==> src/hdl/analog_key_rapid_trigger_assert.svh <==
// Assertion macros shared by the analog key qualifier RTL.
`ifndef ANALOG_KEY_RAPID_TRIGGER_ASSERT_SVH
`define ANALOG_KEY_RAPID_TRIGGER_ASSERT_SVH
`ifndef SYNTHESIS
// Same-cycle implication, checked outside reset.
`define AKRT_ASSERT_IMPL(lbl, clk, rst, ante, cons, msg) \
  lbl: assert property (@(posedge clk) disable iff (rst) (ante) |-> (cons)) else $error(msg);
// Next-cycle implication, checked outside reset.
`define AKRT_ASSERT_NEXT(lbl, clk, rst, ante, cons, msg) \
  lbl: assert property (@(posedge clk) disable iff (rst) (ante) |=> (cons)) else $error(msg);
`else
`define AKRT_ASSERT_IMPL(lbl, clk, rst, ante, cons, msg)
`define AKRT_ASSERT_NEXT(lbl, clk, rst, ante, cons, msg)
`endif
`endif

==> src/hdl/akrt_pkg.sv <==
// Shared types, codes and helpers of the analog key qualifier.
package akrt_pkg;

  localparam int KEY_W      = 7;
  localparam int TRAVEL_W   = 10;
  localparam int MODE_W     = 2;
  localparam int CFG_IDX_W  = 3;
  localparam int CFG_DATA_W = 10;

  localparam int KEY_COUNT_DEF  = 128;
  localparam int TRAVEL_MAX_DEF = 1023;
  localparam int QDEPTH         = 2;

  localparam int RST_ACT = 400;
  localparam int RST_REL = 350;
  localparam int RST_OFF = 50;

  localparam logic [MODE_W-1:0] MODE_SAMPLE  = 2'd0;
  localparam logic [MODE_W-1:0] MODE_SET     = 2'd1;
  localparam logic [MODE_W-1:0] MODE_FOLLOW  = 2'd2;
  localparam logic [MODE_W-1:0] MODE_RELEASE = 2'd3;

  localparam logic [CFG_IDX_W-1:0] REG_ACT       = 3'd0;
  localparam logic [CFG_IDX_W-1:0] REG_REL       = 3'd1;
  localparam logic [CFG_IDX_W-1:0] REG_PRESS_OFF = 3'd2;
  localparam logic [CFG_IDX_W-1:0] REG_REL_OFF   = 3'd3;
  localparam logic [CFG_IDX_W-1:0] REG_RT        = 3'd4;

  typedef enum logic [2:0] {
    OP_SAMPLE,
    OP_SET,
    OP_FOLLOW,
    OP_RELEASE,
    OP_IGNORE
  } akrt_op_t;

  typedef struct packed {
    logic [TRAVEL_W-1:0] act;
    logic [TRAVEL_W-1:0] rel;
    logic [TRAVEL_W-1:0] act_off;
    logic [TRAVEL_W-1:0] rel_off;
    logic                rt;
  } key_cfg_t;

  typedef struct packed {
    akrt_op_t            op;
    logic [KEY_W-1:0]    key;
    logic [TRAVEL_W-1:0] travel;
    key_cfg_t            cfg;
  } item_t;

  typedef enum logic {
    BK_READ,
    BK_EXEC
  } bk_state_t;

  // Saturate a travel-sized value to the travel ceiling.
  function automatic logic [TRAVEL_W-1:0] sat_travel(input logic [TRAVEL_W-1:0] v,
                                                     input int unsigned max_val);
    logic [16:0] wide;
    wide = {7'b0, v};
    if (wide > 17'(max_val)) begin
      return TRAVEL_W'(max_val);
    end
    return v;
  endfunction

endpackage

==> src/hdl/akrt_queue.sv <==
// Short queue between front and back end.
`include "analog_key_rapid_trigger_assert.svh"
module akrt_queue import akrt_pkg::*; (
  input  logic  clk,
  input  logic  rst,
  input  logic  push,
  input  item_t push_item,
  output logic  full,
  input  logic  pop,
  output logic  nonempty,
  output item_t head
);

  localparam int PTR_W = (QDEPTH > 1) ? $clog2(QDEPTH) : 1;
  localparam int CNT_W = $clog2(QDEPTH + 1);

  item_t              entries [QDEPTH];
  logic [PTR_W-1:0]   wr_ptr;
  logic [PTR_W-1:0]   rd_ptr;
  logic [CNT_W-1:0]   count;

  assign full     = (count == CNT_W'(QDEPTH));
  assign nonempty = (count != '0);
  assign head     = entries[rd_ptr];

  always_ff @(posedge clk) begin
    if (push) begin
      entries[wr_ptr] <= push_item;
    end
  end

  always_ff @(posedge clk) begin
    if (rst) begin
      wr_ptr <= '0;
      rd_ptr <= '0;
      count  <= '0;
    end else begin
      if (push) begin
        wr_ptr <= (wr_ptr == PTR_W'(QDEPTH - 1)) ? '0 : wr_ptr + 1'b1;
      end
      if (pop) begin
        rd_ptr <= (rd_ptr == PTR_W'(QDEPTH - 1)) ? '0 : rd_ptr + 1'b1;
      end
      if (push && !pop) begin
        count <= count + 1'b1;
      end else if (pop && !push) begin
        count <= count - 1'b1;
      end
    end
  end

  `AKRT_ASSERT_IMPL(a_no_pop_empty, clk, rst, count == '0, !pop, "pop from empty queue")
  `AKRT_ASSERT_IMPL(a_no_push_full, clk, rst, full, !push, "push into full queue")
  `AKRT_ASSERT_NEXT(a_push_fills, clk, rst, push && !pop, count != '0, "push lost")

endmodule

==> config.mk <==
export PLATFORM = sky130hd
export DESIGN_NAME = akrt_queue
export DESIGN_NICKNAME = d
export VERILOG_FILES = /design/src/hdl/akrt_pkg.sv /design/src/hdl/akrt_queue.sv
export VERILOG_INCLUDE_DIRS = /design/src /design/src/hdl
export SDC_FILE = /design/constraint.sdc
export NUM_CORES = 1
export LEC_CHECK = 0
export BUFFER_PORTS_ARGS = -buffer_cell sky130_fd_sc_hd__buf_2
export CAP_MARGIN = 5
export CORE_MARGIN = 2
export CORE_UTILIZATION = 52
export DETAILED_ROUTE_END_ITERATION = 8
export PLACE_DENSITY = 0.89
export SLEW_MARGIN = 20
export SYNTH_ARGS = -nofsm -noshare
export SYNTH_HDL_FRONTEND = slang
export SYNTH_SLANG_ARGS = --single-unit
==> constraint.sdc <==
create_clock -name clk -period 4 [get_ports clk]
set_input_delay 0 -clock clk [delete_from_list [all_inputs] [get_ports clk]]
set_output_delay 0 -clock clk [all_outputs]
set_load 0.1 [all_outputs]
==> impl_metrics.json, run 1 <==
{
  "crit_type": "flip-flop to primary output",
  "overflow": 0,
  "place_congestion": 0.702,
  "initial_core_util": 0.534,
  "io_pins": 128,
  "clkLatencyLatePin_ns": 0.50,
  "wl_met2_um": 4920,
  "top_layer_used": "met4",
  "insertedDiodeCount": 0,
  "finalSetupViolations": 0,
  "hold_path_class": "input pin to flip-flop",
  "regToRegSetupSlack_ns": 2.05,
  "htree_levels": 4,
  "clock_path_buffers": 2,
  "dp_hpwl_um": 5180,
  "synth.avg_cell_area_um2": 21.9,
  "stdcell_area_mm2": 0.00660,
  "fin_cells": 539,
  "antenna_found_initial": 0,
  "p_leak_nw": 2.54,
  "cts_made_buffers": 17,
  "fillers": 490,
  "p_per_area_mw_per_mm2": 595,
  "ys_types": 17,
  "grtUsageTotal": 0.196,
  "cp.arrival_ns": 2.49,
  "postLayoutSetupSlackWorst_ns": 1.51,
  "dp_slack_ns": 2.01,
  "cts_tree": "built",
  "cts_sinks": 127,
  "rsz0062_at_grt": "false",
  "peakVddDrop_mv": 0.435,
  "status": "complete, no violations",
  "power.total_mw": 3.93,
  "post-place-cells": 443,
  "utilization": 0.760,
  "setup_tns_ns": 0,
  "drc": 0,
  "num_rows": 34,
  "routedWlPerCell_um": 16.8,
  "drt_wl_total_um": 9060,
  "synthesis.nets": 278,
  "cp-end-kind": "primary output",
  "cts_root_buffer": "clkbuf_8",
  "period_minus_slack_ns": 2.49,
  "ys_seq_area_frac": 0.812,
  "die_w_um": 98.4,
  "final_common_cell": "buf_2",
  "fin_skew_ns": 0.00360,
  "max_freq_mhz": 401,
  "period_share": 0.623,
  "final_cell_mix": "127 x buf_2, 122 x edfxtp_1, 65 x dlygate4sd3_1",
  "die_area_mm2": 0.00968,
  "max-cap-violations": 0,
  "clk_pin_slew_worst_paths_ns": 0.06,
  "startpoint_type": "flip-flop",
  "ys_ff_latch": 127,
  "relSlewSlack": 0.417,
  "syn_area_mm2": 0.00463,
  "layout-drive-gt1-share": 0.522,
  "port_buffers": 127,
  "core-area_mm2": 0.00868,
  "required_ns": 4.00,
  "num_vias": 2657,
  "ys_warn_count": 0,
  "fin_nets": 485,
  "antenna_left": 0,
  "syn_to_final_growth_pct": 42.4,
  "grt_pass1_vias": 2901,
  "dpl_cell_area_mm2": 0.00536,
  "grt_max_degree": 36,
  "via_per_inst": 4.93,
  "dr_wl_met3_um": 484,
  "worst_slew_pin_slew_ns": 0.873,
  "fin_hold_ws_ns": 0.212,
  "hold_violations": 0,
  "synth_cells": 212,
  "cts_resized": 0,
  "drv_slew": 0,
  "grt_first_pass_wirelength_um": 14100,
  "crit_fanout": 35,
  "wl_met1_um": 3540,
  "drtIter0Drc": 141,
  "firstDrtPassIters": 4,
  "die_y_um": 98.4
}
## routing by layer
metal | track usage | vias to the layer above
met4 | 0.0643 | 0
met1 | 0.222 | 1291
met3 | 0.0702 | 12
met5 | 0 | -
met2 | 0.346 | 105
li1 | - | 1249
## cell type report
class,count,area [um2],share of cell area
Timing Repair Buffer,195,1310,0.198
Tap cell,108,135,0.0205
Clock inverter,14,169,0.0256
Inverter,1,3.75,0.000569
Sequential cell,127,3760,0.571
Clock buffer,17,414,0.0628
Multi-Input combinational cell,77,802,0.122
## repair_timing
action	CTS	global route
endpoints found under the hold margin	127	0
buffers inserted	0	0
hold buffers	65	0
## cell usage after synthesis
library cell / n / share of area
a21oi_1: 1 / 0.0011
and2_1: 1 / 0.0014
and2b_2: 1 / 0.0019
buf_2: 1 / 0.0011
buf_6: 6 / 0.015
dfxtp_1: 5 / 0.022
edfxtp_1: 122 / 0.79
ha_1: 1 / 0.0027
inv_1: 1 / 0.00081
mux2_2: 61 / 0.15
nor2_1: 4 / 0.0032
nor2b_1: 1 / 0.0014
o21ai_0: 1 / 0.0011
or2_2: 1 / 0.0014
or3_1: 1 / 0.0014
xnor2_1: 2 / 0.0038
xor2_1: 2 / 0.0038
## final timing paths
path | from | end | depth (start not counted)
setup / recovery | flip-flop | head[2] | 3
hold / removal | push_item[58] | entries[0][58] | 2
setup reg to reg | wr_ptr | entries[1][32] | 2
hold reg to reg | count[1] | count[1] | 2
## critical path, cell delays in order, from the launching register on
cell	delay, ns
dfxtp_2	0.72
buf_4	0.52
mux2_2	0.41
buf_2	0.30
## sequential cells by signal (all words and copies together), names as in the netlist, named ones only
signal and flops:
wr_ptr 1, rd_ptr 1, count 2, entries 122
## cells by family after synthesis
kind of cell | count (synthesis) | synth area share
adder cells (fa/ha/maj) | 1 | 0.00270
buffers and inverters | 8 | 0.0165
XOR/XNOR | 4 | 0.00756
multiplexers | 61 | 0.148
AO/OA/AOI/OAI | 2 | 0.00216
AND/OR/NAND/NOR | 9 | 0.0105
flip-flops | 127 | 0.812
## report_power, final
| group | internal [mW] | switching, mW |
|---|---|---|
| sequential | 1.55 | 0.0316 |
| combinational | 0.191 | 0.662 |
| clock | 0.943 | 0.546 |
No activity file was read; power rests on OpenSTA's default activity.
==> inputs of run 2 (changes only) <==
--- a/config.mk
+++ b/config.mk
@@ -6,12 +6,13 @@
 export SDC_FILE = /design/constraint.sdc
 export NUM_CORES = 1
 export LEC_CHECK = 0
+export ABC_AREA = 1
 export BUFFER_PORTS_ARGS = -buffer_cell sky130_fd_sc_hd__buf_2
 export CAP_MARGIN = 5
 export CORE_MARGIN = 2
-export CORE_UTILIZATION = 52
+export CORE_UTILIZATION = 47
 export DETAILED_ROUTE_END_ITERATION = 8
-export PLACE_DENSITY = 0.89
+export PLACE_DENSITY = 0.85
 export SLEW_MARGIN = 20
 export SYNTH_ARGS = -nofsm -noshare
 export SYNTH_HDL_FRONTEND = slang
==> constraint.sdc (replaced) <==
create_clock -name clk -period 2.1 [get_ports clk]
set_input_delay 0 -clock clk [delete_from_list [all_inputs] [get_ports clk]]
set_output_delay 0 -clock clk [all_outputs]
set_load 0.1 [all_outputs]
==> run 2 against run 1 <==
  * Critical path depth stayed put
  * Worst hold slack better by 0.0058 ns
  * Area after synthesis increased by 6.5%
  * Setup slack worse by 1.3 ns
  * Clock skew rose by 0.0021 ns
  * Critical path type unchanged
  * Largest power group is now the clock network
  * Critical endpoint is now head[1]
  * Non-clock buffer count up 3
  * Clock power grew 100%
  * Sequential power grew 88%
  * Highest routed layer unchanged
  * Final cell count rose by 8.0%
  * Routed wire length up 4.2%
==> impl_metrics.json, run 2 <==
{
  "clock_path_buffers": 2,
  "hold_path_class": "input pin to flip-flop",
  "setup_tns_ns": 0,
  "ys_warn_count": 0,
  "grt_max_degree": 41,
  "hold_depth": 2,
  "num_rows": 37,
  "num_vias": 2758,
  "fin_skew_ns": 0.00572,
  "crit_type": "flip-flop to primary output",
  "place_congestion": 0.684,
  "ys_seq_area_frac": 0.763,
  "path_buf_inv": 2,
  "p_leak_nw": 2.83,
  "grt_pass1_vias": 3048,
  "final_cell_mix": "127 x buf_2, 122 x edfxtp_1, 65 x dlygate4sd3_1",
  "peakVddDrop_mv": 0.713,
  "worstPathCellList": "buf_4 > mux2_4 > buf_2",
  "relSlewSlack": 0.664,
  "clkLatencyLatePin_ns": 0.51,
  "synth_top_cell_area_share": 0.743,
  "cts_sinks": 127,
  "hold_violations": 0,
  "synth_cells": 223,
  "clk_pin_slew_worst_paths_ns": 0.06,
  "cts_made_buffers": 17,
  "syn_to_final_growth_pct": 40.9,
  "die_y_um": 106,
  "drc": 0,
  "synthArstFlopShare": 0,
  "largestRegisters": "entries x122, count x2",
  "layout-drive-gt1-share": 0.509,
  "cp_top_family": "buffers and inverters",
  "cpPeakStageDelay_ns": 0.42,
  "period_minus_slack_ns": 1.89,
  "finalSetupViolations": 0,
  "insertedDiodeCount": 0,
  "drt_wl_total_um": 9430,
  "synth_edf_count": 122,
  "synthFlopType": "edfxtp_1",
  "synthesis.nets": 289,
  "final_common_cell": "buf_2",
  "fin_nets": 499,
  "via_per_inst": 4.74,
  "yosysMostFrequentCell": "edfxtp_1",
  "syn_area_mm2": 0.00493,
  "initial_core_util": 0.480,
  "grtUsageTotal": 0.176,
  "io_pins": 128,
  "synthTopCellsByArea": "edfxtp_1 74%, mux2_4 18%, buf_12 2.4%, dfxtp_1 2.0%, inv_1 0.68%",
  "fin_cells": 582,
  "crit_slowest_cell": "buf_2",
  "die_area_mm2": 0.0113,
  "routedWlPerCell_um": 16.2,
  "post-place-cells": 485,
  "cp.arrival_ns": 1.89,
  "die_w_um": 106,
  "cts_tree": "built",
  "p_per_area_mw_per_mm2": 1100,
  "synth_top_area_cell": "edfxtp_1",
  "r2r_cells": 3,
  "rsz0062_at_grt": "false",
  "startpoint_type": "flip-flop",
  "max_freq_mhz": 528,
  "drv_slew": 0,
  "synth.avg_cell_area_um2": 22.1,
  "cts_root_buffer": "clkbuf_8",
  "ys_types": 16,
  "port_buffers": 127,
  "post-cts-setup-buffers": 0,
  "ys_ff_latch": 127,
  "grt_first_pass_wirelength_um": 14700,
  "critical_path_depth": 3,
  "overflow": 0,
  "largest_register_ffs": 122,
  "synth_commonest_cells": "122 x edfxtp_1, 60 x mux2_4, 9 x inv_1",
  "firstDrtPassIters": 4,
  "antenna_found_initial": 0,
  "htree_levels": 4,
  "dp_hpwl_um": 5480,
  "max-cap-violations": 0,
  "core-area_mm2": 0.0103,
  "crit_fanout": 21,
  "required_ns": 2.10,
  "antenna_left": 0,
  "cp-end-kind": "primary output",
  "worst_slew_pin_slew_ns": 0.507,
  "period_share": 0.902,
  "largest_register": "entries",
  "status": "complete, no violations",
  "drtIter0Drc": 111
}
[run 2: cell count changes after synthesis, sizes merged]
cell	before	now
and2b	1	0
or2	1	0
xnor2	2	1
inv	1	9
or3	1	0
nand2	0	6
nor2	4	6
nor3	0	1
nor2b	1	0
nand4	0	1
and2	1	0
nand3	0	1
xor2	2	0
[run 2: area by class of cell]
class	instances	area (um2)
Clock buffer	22	463
Clock inverter	10	160
Fill cell	699	3330
Inverter	9	33.8
Multi-Input combinational cell	80	1010
Sequential cell	127	3770
Tap cell	136	170
Timing Repair Buffer	198	1340
[run 2: through the flow]
step	utilization	instance area (um2)	setup WS (ns)	power, mW	hold WS (ns)
after floorplan	-	4940	0.0445	4.37	0.0724
after global placement	0.552	5680	0.753	4.54	0.188
after detailed placement	0.552	5680	0.723	4.57	0.191
after CTS	0.676	6950	0.166	7.68	0.184
after global routing	0.676	6950	0.140	7.88	0.192
final	0.676	6950	0.207	7.62	0.218
[run 2: kinds of logic after synthesis]
family          after synthesis  synth area share
flops                       127             0.763
mux                          61             0.185
buf+inv                      16            0.0335
simple gates                 15            0.0124
compound gates                2           0.00203
xor+xnor                      1           0.00178
fa+ha+maj                     1           0.00254
[run 2: final timing paths]
path / from / end / slack (ns)
worst max register to register: wr_ptr / entries[1][60] / 0.82
worst max-delay path: flip-flop / head[1] / 0.21
worst min register to register: rd_ptr / rd_ptr / 0.52
worst min-delay path: push_item[9] / entries[0][9] / 0.22
[run 2: metal layers]
layer  track usage  up-vias  routed length, um
met5             0        -                  0
met4        0.0807        0                163
met3        0.0582       14                485
met2         0.315       94               5140
met1         0.188     1365               3650
li1              -     1285                  -
[run 2: repair_timing]
action / 4_1_cts / 5_1_grt
setup endpoints to repair: 0 / 0
hold buffers: 65 / 0
resized for setup: 0 / 0
endpoints found under the hold margin: 127 / 0
[run 2: power breakdown]
group / internal, mW / leakage, nW / total, mW / switching, mW
logic: 0.426 / 1.35 / 1.64 / 1.22
registers: 2.93 / 1.19 / 2.97 / 0.0388
clock network: 2.02 / 0.293 / 3.00 / 0.986
total: 5.38 / 2.83 / 7.62 / 2.24
